$ cat config.mk
export PLATFORM = sky130hd
export DESIGN_NAME = sliding_hamming_best_match
export DESIGN_NICKNAME = d
export VERILOG_FILES = /design/src/rtl/core/shm_pkg.sv /design/src/rtl/core/shm_cell.sv /design/src/rtl/core/shm_popcount.sv /design/src/rtl/core/shm_fifo.sv /design/src/rtl/core/sliding_hamming_best_match.sv
export SDC_FILE = /design/constraint.sdc
export NUM_CORES = 1
export LEC_CHECK = 0
export BUFFER_PORTS_ARGS = -buffer_cell sky130_fd_sc_hd__buf_2
export CAP_MARGIN = 30
export CORE_ASPECT_RATIO = 0.5
export CORE_MARGIN = 2
export CORE_UTILIZATION = 35
export CTS_BUF_LIST = sky130_fd_sc_hd__clkbuf_16
export CTS_CLUSTER_DIAMETER = 40
export CTS_CLUSTER_SIZE = 14
export DETAILED_ROUTE_END_ITERATION = 6
export PLACE_DENSITY = 0.49
export SLEW_MARGIN = 10
export SYNTH_ARGS = -nofsm -noshare
export SYNTH_HDL_FRONTEND = slang
export SYNTH_SLANG_ARGS = --single-unit
$ cat constraint.sdc
create_clock -name clk -period 4.3 [get_ports clk]
set_input_delay 1.075 -clock clk [delete_from_list [all_inputs] [get_ports clk]]
set_output_delay 1.075 -clock clk [all_outputs]
set_load 0.01 [all_outputs]
$ cat src/rtl/core/shm_pkg.sv
`timescale 1ns / 1ps
// Shared constants, types and helper functions of the sliding Hamming best-match block.
// No dependencies; every other file of the block uses this package.
package shm_pkg;

  localparam int PATTERN_MAX = 64;
  localparam int RECORD_MAX  = 2048;

  localparam int LEN_W      = 7;
  localparam int DIST_W     = 7;
  localparam int BASE_W     = 8;
  localparam int COL_W      = 12;
  localparam int CFG_DATA_W = 64;
  localparam int CFG_IDX_W  = 2;
  localparam int COUNT_W    = $clog2(RECORD_MAX + 1);
  localparam int OFFSET_W   = $clog2(RECORD_MAX);

  localparam int FIFO_DEPTH = 8;
  localparam int FIFO_PTR_W = $clog2(FIFO_DEPTH);
  localparam int FIFO_CNT_W = $clog2(FIFO_DEPTH + 1) + 1;

  localparam logic [CFG_IDX_W-1:0] CFG_PATTERN_BITS = 2'd0;
  localparam logic [CFG_IDX_W-1:0] CFG_PATTERN_LEN  = 2'd1;
  localparam logic [CFG_IDX_W-1:0] CFG_COLUMN_BASE  = 2'd2;

  localparam logic [LEN_W-1:0]  PATTERN_LEN_RESET = 7'd1;
  localparam logic [BASE_W-1:0] COLUMN_BASE_RESET = 8'd14;

  typedef struct packed {
    logic shift;
    logic clear;
  } cell_ctrl_t;

  typedef struct packed {
    logic                valid;
    logic                cmp;
    logic                first;
    logic                last;
    logic                short_rec;
    logic [LEN_W-1:0]    len;
    logic [OFFSET_W-1:0] offset;
    logic [BASE_W-1:0]   base;
  } token_t;

  typedef struct packed {
    logic              exact_hit;
    logic [COL_W-1:0]  best_column;
    logic [DIST_W-1:0] min_distance;
  } result_t;

  function automatic logic [LEN_W-1:0] eff_len(input logic [LEN_W-1:0] l);
    if (l == '0) begin
      return LEN_W'(1);
    end else if (l > LEN_W'(PATTERN_MAX)) begin
      return LEN_W'(PATTERN_MAX);
    end else begin
      return l;
    end
  endfunction

endpackage

$ cat src/rtl/core/shm_cell.sv
`timescale 1ns / 1ps
// One window cell: holds one signature bit and hands it to its lower neighbor.
// It also registers the mismatch of the incoming bit against its aligned pattern bit.
// Depends on shm_pkg.
module shm_cell (
  input  logic                clk,
  input  logic                rst,
  input  shm_pkg::cell_ctrl_t ctrl,
  input  logic                shift_in,
  input  logic                pat_bit,
  input  logic                mask_bit,
  output logic                win_bit,
  output logic                mismatch
);

  always_ff @(posedge clk) begin
    if (rst) begin
      win_bit <= 1'b0;
    end else if (ctrl.clear) begin
      win_bit <= 1'b0;
    end else if (ctrl.shift) begin
      win_bit <= shift_in;
    end
  end

  always_ff @(posedge clk) begin
    mismatch <= (shift_in ^ pat_bit) & mask_bit;
  end

endmodule

$ cat src/rtl/core/shm_popcount.sv
`timescale 1ns / 1ps
// Two-stage registered population count of the mismatch vector.
// The window token travels alongside the count. Depends on shm_pkg.
module shm_popcount (
  input  logic                              clk,
  input  logic                              rst,
  input  logic [shm_pkg::PATTERN_MAX-1:0]   mismatch,
  input  shm_pkg::token_t                   tok_in,
  output shm_pkg::token_t                   tok_mid,
  output shm_pkg::token_t                   tok_out,
  output logic [shm_pkg::DIST_W-1:0]        distance
);

  localparam int GROUPS = (shm_pkg::PATTERN_MAX + 7) / 8;
  localparam int PAD_W  = GROUPS * 8;

  logic [PAD_W-1:0] padded;
  logic [3:0]       group_sum_next [GROUPS];
  logic [3:0]       group_sum      [GROUPS];
  logic [shm_pkg::DIST_W-1:0] distance_next;

  assign padded = PAD_W'(mismatch);

  always_comb begin
    for (int g = 0; g < GROUPS; g++) begin
      group_sum_next[g] = '0;
      for (int b = 0; b < 8; b++) begin
        group_sum_next[g] = group_sum_next[g] + 4'(padded[g*8 + b]);
      end
    end
  end

  always_comb begin
    distance_next = '0;
    for (int g = 0; g < GROUPS; g++) begin
      distance_next = distance_next + shm_pkg::DIST_W'(group_sum[g]);
    end
  end

  always_ff @(posedge clk) begin
    group_sum <= group_sum_next;
    distance  <= distance_next;
  end

  always_ff @(posedge clk) begin
    if (rst) begin
      tok_mid <= '0;
      tok_out <= '0;
    end else begin
      tok_mid <= tok_in;
      tok_out <= tok_mid;
    end
  end

endmodule

$ cat src/rtl/core/shm_fifo.sv
`timescale 1ns / 1ps
// Result queue between the match pipeline and the output stream.
// Depends on shm_pkg.
module shm_fifo (
  input  logic                               clk,
  input  logic                               rst,
  input  logic                               push,
  input  shm_pkg::result_t                   push_data,
  input  logic                               pop,
  output logic                               out_valid,
  output shm_pkg::result_t                   out_data,
  output logic [shm_pkg::FIFO_CNT_W-1:0]     count
);

  shm_pkg::result_t               mem [shm_pkg::FIFO_DEPTH];
  logic [shm_pkg::FIFO_PTR_W-1:0] wr_ptr;
  logic [shm_pkg::FIFO_PTR_W-1:0] rd_ptr;
  logic                           do_pop;

  assign out_valid = (count != '0);
  assign out_data  = mem[rd_ptr];
  assign do_pop    = pop && out_valid;

  always_ff @(posedge clk) begin
    if (push) begin
      mem[wr_ptr] <= push_data;
    end
  end

  always_ff @(posedge clk) begin
    if (rst) begin
      wr_ptr <= '0;
      rd_ptr <= '0;
      count  <= '0;
    end else begin
      if (push) begin
        wr_ptr <= wr_ptr + 1'b1;
      end
      if (do_pop) begin
        rd_ptr <= rd_ptr + 1'b1;
      end
      if (push && !do_pop) begin
        count <= count + 1'b1;
      end else if (!push && do_pop) begin
        count <= count - 1'b1;
      end
    end
  end

endmodule

$ cat src/rtl/core/sliding_hamming_best_match.sv
`timescale 1ns / 1ps
// Sliding Hamming best match, top level: window cell chain, popcount pipeline, result queue.
// Depends on shm_pkg, shm_cell, shm_popcount and shm_fifo.
//
// The block takes one signature bit per cycle while s_tready is high, through a chain of
// PATTERN_MAX window cells that each compare their bit with the aligned pattern bit.
// A window's distance is registered after its cell mismatch and the group sums, and a
// record's result enters the queue as the tlast token leaves the pipeline. Results
// wait in an eight-entry queue; the input stalls only when that queue together with the
// record ends still in the pipeline would reach eight, so a stalled output stops the input.
// No clearing pass follows reset. Configuration writes are taken in every cycle.
module sliding_hamming_best_match (
  input  logic                                clk,
  input  logic                                rst,
  input  logic                                s_tvalid,
  output logic                                s_tready,
  input  logic [7:0]                          s_tdata,   // [0] sig_bit
  input  logic                                s_tlast,   // record_end
  output logic                                m_tvalid,
  input  logic                                m_tready,
  output logic [23:0]                         m_tdata,   // [6:0] min_distance, [18:7] best_column
  output logic                                m_tuser,   // exact_hit
  input  logic                                cfg_valid,
  output logic                                cfg_ready,
  input  logic [shm_pkg::CFG_IDX_W-1:0]       cfg_index,
  input  logic [shm_pkg::CFG_DATA_W-1:0]      cfg_data
);

  localparam int PM = shm_pkg::PATTERN_MAX;

  logic [shm_pkg::CFG_DATA_W-1:0] pattern_bits;
  logic [shm_pkg::LEN_W-1:0]      pattern_len;
  logic [shm_pkg::BASE_W-1:0]     column_base;

  logic [shm_pkg::COUNT_W-1:0]    bit_count;
  logic [shm_pkg::COUNT_W-1:0]    count_after;
  logic [shm_pkg::LEN_W-1:0]      len;
  logic [shm_pkg::LEN_W-1:0]      shift_amt;
  logic                           accept;
  logic                           counted;
  logic [PM-1:0]                  pat_al;
  logic [PM-1:0]                  mask_al;
  logic [PM-1:0]                  win;
  logic [PM-1:0]                  mismatch;
  shm_pkg::cell_ctrl_t            cell_ctrl;
  shm_pkg::token_t                tok_next;
  shm_pkg::token_t                tok1;
  shm_pkg::token_t                tok_mid;
  shm_pkg::token_t                tok3;
  logic [shm_pkg::DIST_W-1:0]     distance;

  logic [shm_pkg::DIST_W-1:0]     best_distance;
  logic [shm_pkg::OFFSET_W-1:0]   best_offset;
  logic                           hit_seen;
  logic [shm_pkg::DIST_W-1:0]     best_distance_next;
  logic [shm_pkg::OFFSET_W-1:0]   best_offset_next;
  logic                           hit_seen_next;

  shm_pkg::result_t               result;
  shm_pkg::result_t               head;
  logic [shm_pkg::FIFO_CNT_W-1:0] fifo_count;
  logic [shm_pkg::FIFO_CNT_W-1:0] pending;

  // Configuration registers.
  assign cfg_ready = 1'b1;

  always_ff @(posedge clk) begin
    if (rst) begin
      pattern_bits <= '0;
      pattern_len  <= shm_pkg::PATTERN_LEN_RESET;
      column_base  <= shm_pkg::COLUMN_BASE_RESET;
    end else if (cfg_valid) begin
      unique case (cfg_index)
        shm_pkg::CFG_PATTERN_BITS: pattern_bits <= cfg_data;
        shm_pkg::CFG_PATTERN_LEN:  pattern_len  <= cfg_data[shm_pkg::LEN_W-1:0];
        shm_pkg::CFG_COLUMN_BASE:  column_base  <= cfg_data[shm_pkg::BASE_W-1:0];
        default: ;
      endcase
    end
  end

  // Input side: record bit counter and window token.
  assign pending = shm_pkg::FIFO_CNT_W'(tok1.valid && tok1.last)
                 + shm_pkg::FIFO_CNT_W'(tok_mid.valid && tok_mid.last)
                 + shm_pkg::FIFO_CNT_W'(tok3.valid && tok3.last);
  assign s_tready = (fifo_count + pending) < shm_pkg::FIFO_CNT_W'(shm_pkg::FIFO_DEPTH);
  assign accept   = s_tvalid && s_tready;

  assign len         = shm_pkg::eff_len(pattern_len);
  assign counted     = bit_count < shm_pkg::COUNT_W'(shm_pkg::RECORD_MAX);
  assign count_after = counted ? bit_count + 1'b1 : bit_count;
  assign shift_amt   = shm_pkg::LEN_W'(PM) - len;
  assign pat_al      = pattern_bits[PM-1:0] << shift_amt;
  assign mask_al     = {PM{1'b1}} << shift_amt;

  assign cell_ctrl.shift = accept && counted;
  assign cell_ctrl.clear = accept && s_tlast;

  always_comb begin
    tok_next.valid     = accept;
    tok_next.cmp       = counted && (count_after >= shm_pkg::COUNT_W'(len));
    tok_next.first     = counted && (bit_count == '0);
    tok_next.last      = s_tlast;
    tok_next.short_rec = count_after < shm_pkg::COUNT_W'(len);
    tok_next.len       = len;
    tok_next.offset    = shm_pkg::OFFSET_W'(count_after - shm_pkg::COUNT_W'(len));
    tok_next.base      = column_base;
  end

  always_ff @(posedge clk) begin
    if (rst) begin
      bit_count <= '0;
      tok1      <= '0;
    end else begin
      tok1 <= tok_next;
      if (accept) begin
        bit_count <= s_tlast ? '0 : count_after;
      end
    end
  end

  // Window cell chain; the newest bit enters at the top cell.
  for (genvar gi = 0; gi < PM; gi++) begin : g_cell
    logic shift_in;
    if (gi == PM - 1) begin : g_top
      assign shift_in = s_tdata[0];
    end else begin : g_mid
      assign shift_in = win[gi + 1];
    end
    shm_cell u_cell (
      .clk      (clk),
      .rst      (rst),
      .ctrl     (cell_ctrl),
      .shift_in (shift_in),
      .pat_bit  (pat_al[gi]),
      .mask_bit (mask_al[gi]),
      .win_bit  (win[gi]),
      .mismatch (mismatch[gi])
    );
  end

  shm_popcount u_popcount (
    .clk      (clk),
    .rst      (rst),
    .mismatch (mismatch),
    .tok_in   (tok1),
    .tok_mid  (tok_mid),
    .tok_out  (tok3),
    .distance (distance)
  );

  // Best-window tracking.
  always_comb begin
    best_distance_next = tok3.first ? shm_pkg::DIST_W'(tok3.len) : best_distance;
    best_offset_next   = best_offset;
    hit_seen_next      = hit_seen;
    if (tok3.cmp && !hit_seen) begin
      if (distance == '0) begin
        hit_seen_next      = 1'b1;
        best_distance_next = '0;
        best_offset_next   = tok3.offset;
      end else if (distance <= best_distance_next) begin
        best_distance_next = distance;
        best_offset_next   = tok3.offset;
      end
    end
  end

  always_comb begin
    if (tok3.short_rec) begin
      result.min_distance = shm_pkg::DIST_W'(tok3.len);
      result.best_column  = shm_pkg::COL_W'(tok3.base);
      result.exact_hit    = 1'b0;
    end else begin
      result.min_distance = best_distance_next;
      result.best_column  = shm_pkg::COL_W'(tok3.base) + shm_pkg::COL_W'(best_offset_next);
      result.exact_hit    = hit_seen_next;
    end
  end

  always_ff @(posedge clk) begin
    if (rst) begin
      best_distance <= shm_pkg::DIST_W'(shm_pkg::PATTERN_LEN_RESET);
      best_offset   <= '0;
      hit_seen      <= 1'b0;
    end else if (tok3.valid) begin
      if (tok3.last) begin
        best_distance <= shm_pkg::DIST_W'(tok3.len);
        best_offset   <= '0;
        hit_seen      <= 1'b0;
      end else begin
        best_distance <= best_distance_next;
        best_offset   <= best_offset_next;
        hit_seen      <= hit_seen_next;
      end
    end
  end

  shm_fifo u_fifo (
    .clk       (clk),
    .rst       (rst),
    .push      (tok3.valid && tok3.last),
    .push_data (result),
    .pop       (m_tready),
    .out_valid (m_tvalid),
    .out_data  (head),
    .count     (fifo_count)
  );

  assign m_tdata = {5'b0, head.best_column, head.min_distance};
  assign m_tuser = head.exact_hit;

endmodule

; ---- Yosys cells after proc, flatten, opt, wreduce, memory -nomap -nowiden
; Memories as Yosys holds them, arrays and structs flattened. A register that Yosys moved wholly into a read port is not among the register bits.
; Index checks and enable logic that the tools add are counted.
[totals]
regBits = 380
latchBits = 0
ram_bits = 160
mem_bits_ro = 0
inputBits = 80
output_inout_bits = 28
word_cells = 431
n_memories = 1
[op_classes]
addsub = 74
n_mul = 0
div = 0
magnitude_cmp = 6
eq_ne = 2
shifts = 2
mux = 23
n_bitwise = 128
n_reduce_logical = 25
[memory_table]
columns = name, depth, word_bits, rd, rd_clocked_by_memory_dff, wr, line_no
row1 = u_fifo.mem, 8, 20, 1, 1, 1, shm_fifo.sv:15  ; shm_pkg::result_t mem [shm_pkg::FIFO_DEPTH];
[ops]
columns = cell, count
row1 = adder 4 x 1 -> 4 bit, 48
row2 = bitwise AND 1 bit, 64
row3 = << shifter 64 x 7 -> 64 bit, 1
row4 = << shifter 64 x 7 -> 64 bit (first input constant), 1
row5 = XOR 1 bit, 64
row6 = 2-to-1 mux 7 bit, 7
row7 = 2-to-1 mux 11 bit, 4
row8 = adder 7 x 4 -> 7 bit, 6
row9 = 2-to-1 mux 12 bit, 2
row10 = 2-to-1 mux 20 bit, 1
row11 = adder 1 x 1 -> 2 bit, 9
row12 = zero test 7 bit, 2
row13 = adder 12 x 1 -> 12 bit (second input constant), 1
row14 = adder 8 x 11 -> 12 bit, 1
row15 = >= comparator 12 x 7 -> 1 bit, 1
row16 = logical AND 1 bit, 12
row17 = zero test 12 bit, 1
row18 = < comparator 12 bit (second input constant), 1
row19 = < comparator 12 x 7 -> 1 bit, 1
row20 = subtractor 11 x 7 -> 11 bit, 1
row21 = 2-to-1 mux 5 bit, 2
row22 = > comparator 7 bit (second input constant), 1
row23 = less-or-equal comparator 7 bit, 1
row24 = subtractor 7 bit (first input constant), 1
row25 = 17 further kinds, 27

; ---- Logic depth before layout (Yosys ltp)
[depth]
ltp_word = 8
mapped_depth = 21
mapped_depth_nobuf = 19

; ---- Hierarchy
; From an unflattened synthesis, not the netlist that was laid out.
[unflattened]
hier_cells = 2564
area_unflattened_um2 = 27611.5
[by_module_without_submodules]
columns = mod, instances, cells_each, area_each_um2, seq_area_each_um2
row1 = sliding_hamming_best_match, 1, 1461, 11651.2, 2822.7
row2 = shm_fifo, 1, 309, 6869.1, 5084.9
row3 = shm_popcount, 1, 410, 4606.9, 2021.9
row4 = shm_cell, 64, 6, 70.1, 40.0

; ---- Worst setup path before layout
; No wires, ideal clock.
[synth_path]
kind = reg-to-reg
startpoint = reg u_popcount.tok_out[28] in the netlist's numbering
endpoint = mem u_fifo.mem[0][18] in the netlist's numbering (data pin)
setup_ps = 357
arrival_time_ps = 4338
t_required_ps = 3943
setup_slack_ps = -395
stages_incl_launch_ff = 19
n_path_buf = 2
cell_sequence = dfxtp_1 > clkbuf_1 > mux2i_1 > ha_1 > nor2b_1 > o21a_1 > o21bai_1 > a31oi_1 > a21oi_1 > clkbuf_1 > mux2_2 > ha_1 > a21o_1 > a21oi_1 > o21ai_0 > a21oi_1 > o21ai_0 > a21oi_1 > a2111oi_0
[synth_rtl]
columns = item, line_no
row1 = "start, declared", shm_popcount.sv:10  ; output shm_pkg::token_t tok_out,
row2 = "start signal, assigned", shm_popcount.sv:51  ; tok_out <= tok_mid;
row3 = "end, declared", shm_fifo.sv:15

; ---- Final worst setup path
[layout_path]
startpoint = reg pattern_len[1] in the netlist's numbering
endpoint = reg g_cell[30].u_cell.mismatch
[layout_between]
elab_chain_cells = 7
elab_cells_between_ends = 9
classes_between = add/sub (1) / order compare (1) / shift (2) / mux (2) / bitwise (2) / reduce/logical (1)
[layout_rtl]
columns = item, line_no
row1 = "start, declared", sliding_hamming_best_match.sv:32  ; logic [shm_pkg::LEN_W-1:0] pattern_len;
row2 = "start signal, assigned", sliding_hamming_best_match.sv:70  ; pattern_len <= shm_pkg::PATTERN_LEN_RESET;
row3 = "start signal, assigned", sliding_hamming_best_match.sv:75  ; shm_pkg::CFG_PATTERN_LEN: pattern_len <= cfg_data[shm_pkg::LEN_W-1:0];
row4 = > comparator 7 bit, shm_pkg.sv:54  ; end else if (l > LEN_W'(PATTERN_MAX)) begin
row5 = 2-to-1 mux 7 bit, shm_pkg.sv:54
row6 = 2-to-1 mux 7 bit (*), shm_pkg.sv:52  ; if (l == '0) begin
row7 = "net len, one bit", sliding_hamming_best_match.sv:37  ; logic [shm_pkg::LEN_W-1:0] len;
row8 = subtractor 7 bit (*), sliding_hamming_best_match.sv:92  ; assign shift_amt = shm_pkg::LEN_W'(PM) - len;
row9 = << shifter 64 x 7 -> 64 bit, sliding_hamming_best_match.sv:93  ; assign pat_al = pattern_bits[PM-1:0] << shift_amt;
row10 = XOR 1 bit, shm_cell.sv:27  ; mismatch <= (shift_in ^ pat_bit) & mask_bit;
row11 = bitwise AND 1 bit (*), shm_cell.sv:27
row12 = "end signal, assigned", shm_cell.sv:27
row13 = "end, declared", shm_cell.sv:13  ; output logic mismatch
; The timed path passes the listed nets; every way through them passes the cells marked *.
; A chain may end at the register's enable or synchronous reset.

==> impl_metrics.json <==
{
  "drtPass1Iterations": 6,
  "initial_core_util": 0.3552,
  "vias": 20372,
  "ff_latch_area_mm2": 0.01248,
  "path_class": "flop to flop",
  "grt_max_degree": 204,
  "clk_root_buffer_cell": "clkbuf_16",
  "dpl_cell_area_mm2": 0.02976,
  "fin_hold_ws_ns": 0.4322,
  "drive_gt1_frac": 0.1911,
  "fin_tns_setup_ns": 0,
  "routabilityCongestion": 0.9415,
  "fin_cells": 3846,
  "drt_iter0_drc": 1692,
  "fin_skew_ns": 0.02919,
  "insertion_delay_ns": 0.65,
  "yosys_register_bits": 543,
  "grt.met1_usage": 0.2765,
  "dieArea_mm2": 0.08120,
  "p_per_area_mw_per_mm2": 400.8,
  "die_x_um": 401.0,
  "drc_errors": 0,
  "synth_ff_type": "dfxtp_1",
  "crit_end": "g_cell[30].u_cell.mismatch$_DFF_P_",
  "startpoint_type": "flop",
  "run_status": "complete, no violations",
  "slew_headroom": 0.2835,
  "maxCapViolCount": 0,
  "fin_area_mm2": 0.03195,
  "r2r_setup_slack_ns": 0.12,
  "seq_power_share": 0.435,
  "hold_violations": 0,
  "setup_viol": 0,
  "num_antenna_cells": 0,
  "clk_pin_slew_ns": 0.07,
  "required_ns": 4.83,
  "hpwlAfterDp_um": 56950,
  "yosysSeqAreaShare": 0.4522,
  "cts_tree": "done",
  "period_needed_ns": 4.175,
  "synth_edf_count": 160,
  "endpoint_kind": "flop",
  "ant_nets": 0,
  "p_comb_frac": 0.170,
  "fin_nets": 2977,
  "p_switching_mw": 3.607,
  "rr_worst_depth": 14,
  "syn2layout_area_growth_pct": 15.86,
  "p_int_mw": 9.202,
  "viasPerCell": 5.297,
  "numCtsBuffers": 57,
  "syn_area_per_cell_um2": 10.39,
  "clockBufferDepth": 3,
  "slew_viol_final": 0,
  "ys_async_sr_fraction": 0,
  "power.share.clock": 0.396,
  "ys_warn_count": 0,
  "pin_count": 108,
  "critPathLaunch": "pattern_len[1]$_SDFFE_PP0P_",
  "synth_cell_type_count": 86,
  "die_h_um": 202.5,
  "met3_usage": 0.03844,
  "routed_wirelength_um": 78990,
  "antenna_found_initial": 1,
  "p_leak_nw": 11.43,
  "fmax_ghz": 0.2395,
  "grt_overflow_total": 0,
  "regToRegStartpoint": "pattern_len[1]$_SDFFE_PP0P_",
  "netlist_instances": 2655,
  "cp_max_fo": 11,
  "tightest_slew_ns": 1.070,
  "netlist_area_mm2": 0.02758,
  "cp.arrival_ns": 4.71,
  "peakVddDrop_mv": 0.3510,
  "wire_per_inst_um": 20.54,
  "grt_pass1_vias": 19770,
  "grt-busiest-layer": "met2",
  "grtUsageTotal": 0.1917,
  "fillers": 7627,
  "met2_usage": 0.2915,
  "cts_sinks": 543,
  "fin_crit_sh": 0.9710,
  "holdBufCountCts": 0,
  "grt_pass1_wl_um": 121300,
  "h-tree-depth": 2,
  "multi_input_area_mm2": 0.01407,
  "hold_path.class": "flop to flop",
  "p_sw_frac": 0.2816,
  "core_area_mm2": 0.07765,
  "num_rows": 72,
  "placedCellCount": 3735,
  "rr_endpoint": "g_cell[30].u_cell.mismatch$_DFF_P_",
  "io_buffers": 94
}
-- worst min-delay path by stage --
stage                                              to  slack, ns                         startpoint  cells after the start
floorplan            u_popcount.tok_mid[0]$_SDFF_PP0_       0.41                 tok1[0]$_SDFF_PP0_                      1
global placement    u_popcount.tok_out[26]$_SDFF_PP0_       0.42  u_popcount.tok_mid[26]$_SDFF_PP0_                      1
detailed placement  u_popcount.tok_mid[15]$_SDFF_PP0_       0.42                tok1[15]$_SDFF_PP0_                      1
CTS                 u_popcount.tok_mid[15]$_SDFF_PP0_       0.44                tok1[15]$_SDFF_PP0_                      1
global route        u_popcount.tok_out[15]$_SDFF_PP0_       0.45  u_popcount.tok_mid[15]$_SDFF_PP0_                      1
finish              u_popcount.tok_out[15]$_SDFF_PP0_       0.43  u_popcount.tok_mid[15]$_SDFF_PP0_                      1
-- cell usage after synthesis (17+ instances only) --
library cell  instances  share of area
dfxtp_1             383           0.28
nor2b_1              90          0.020
a22oi_1              25         0.0068
ha_1                 74          0.034
a211oi_1             35         0.0095
nand2_1             367          0.050
xor2_1               42          0.013
nor3_1               45         0.0082
o21ai_0              56          0.010
nand3_1              35         0.0064
fa_1                 55          0.040
mux2i_1             124          0.045
inv_1               155          0.021
buf_1                20         0.0027
edfxtp_1            160           0.17
nor2_1              135          0.018
a21oi_1             231          0.042
clkbuf_1            127          0.017
a21o_1               17         0.0046
nand2b_1             17         0.0039
mux4_2              106          0.087
xnor2_1              40          0.013
mux2_2               47          0.019
-- flip-flops by register name (all words and copies together), names as in the netlist, 12 cells and up, named ones only --
name and cells:
bit_count 12, g_cell.u_cell.mismatch 64, g_cell.u_cell.win_bit 63, pattern_bits 64
tok1 31, u_fifo.mem 160, u_popcount.group_sum 32, u_popcount.tok_mid 31
u_popcount.tok_out 31
-- repair_timing --
item                       CTS  global route
setup buffers                2             8
pin swaps                    8            27
setup endpoints to repair   58            68
resized for setup           20            29
-- area by class of cell --
type	instances	area share
multi-input cells	1787	0.4404
clock buffers	59	0.04621
well taps	1036	0.04057
repair buffers	221	0.04922
flip-flops and latches	543	0.3904
inverters	158	0.01864
clock inverters	42	0.01453
-- cells in the final DEF, fill, tap and decap left out, types with 7 or more instances in the layout --
cell type / n
nand2b_1: 16
buf_2: 94
nor4_1: 8
a21oi_2: 8
o21ai_0: 47
nor2_1: 131
or3_1: 7
a22oi_1: 24
nor2b_1: 90
clkbuf_16: 59
nand3_1: 35
a21o_1: 16
xor2_1: 41
nand4_1: 10
a211o_1: 8
o221ai_1: 7
mux4_2: 106
mux2_2: 46
and3_1: 9
o211ai_1: 14
buf_4: 113
ha_1: 68
inv_1: 167
mux2i_1: 119
o21a_1: 9
nor3_1: 43
a21oi_1: 223
a211oi_1: 34
edfxtp_1: 160
a31oi_1: 12
xnor2_1: 40
a221oi_1: 13
buf_12: 11
dfxtp_1: 380
nand2_1: 366
o21ai_1: 12
and2_1: 14
fa_1: 52
-- per-layer routing --
layer,vias to the layer above,part of all wire
met5,-,0
met2,637,0.43
met1,9954,0.47
li1,9647,-
met3,134,0.070
met4,0,0.025
-- worst max-delay path, stage by stage, from the launching register on --
cell and delay, ns:
dfxtp_1 0.31, or4_4 0.64, o21ai_4 0.20, inv_4 0.09
ha_1 0.20, inv_1 0.09, ha_4 0.23, inv_1 0.15
o2111ai_1 0.13, o211ai_1 0.20, nand2_1 0.09, a31oi_1 0.88
mux2i_1 0.37, xor2_1 0.23, a211oi_1 0.26
-- stage by stage --
stage	util	total power, mW	setup WS, ns
5_1_grt	0.4115	13.41	-0.05463
4_1_cts	0.4092	12.93	0.008127
6_report	0.4115	12.81	0.1249
3_5_place_dp	0.3833	7.817	-0.2279
3_3_place_gp	0.3833	7.813	-0.2484
2_1_floorplan	-	7.084	0.005350
-- cell families after synthesis --
| group | share of synthesized area |
|---|---|
| AND/OR/NAND/NOR | 0.1277 |
| flip-flops | 0.4522 |
| AO/OA/AOI/OAI | 0.1195 |
| buffers and inverters | 0.04818 |
| multiplexers | 0.1526 |
| adder cells (fa/ha/maj) | 0.07349 |
| XOR/XNOR | 0.02604 |
| other | 0.0002723 |
-- power by group through the flow --
stage | sequential (mW) | clock (mW) | combinational [mW]
2_1_floorplan | 5.61 | 0 | 1.47
3_3_place_gp | 5.68 | 0 | 2.14
3_5_place_dp | 5.68 | 0 | 2.14
4_1_cts | 5.57 | 5.22 | 2.15
5_1_grt | 5.59 | 5.44 | 2.38
6_report | 5.57 | 5.07 | 2.17
Power figures use the tool's default switching activity.
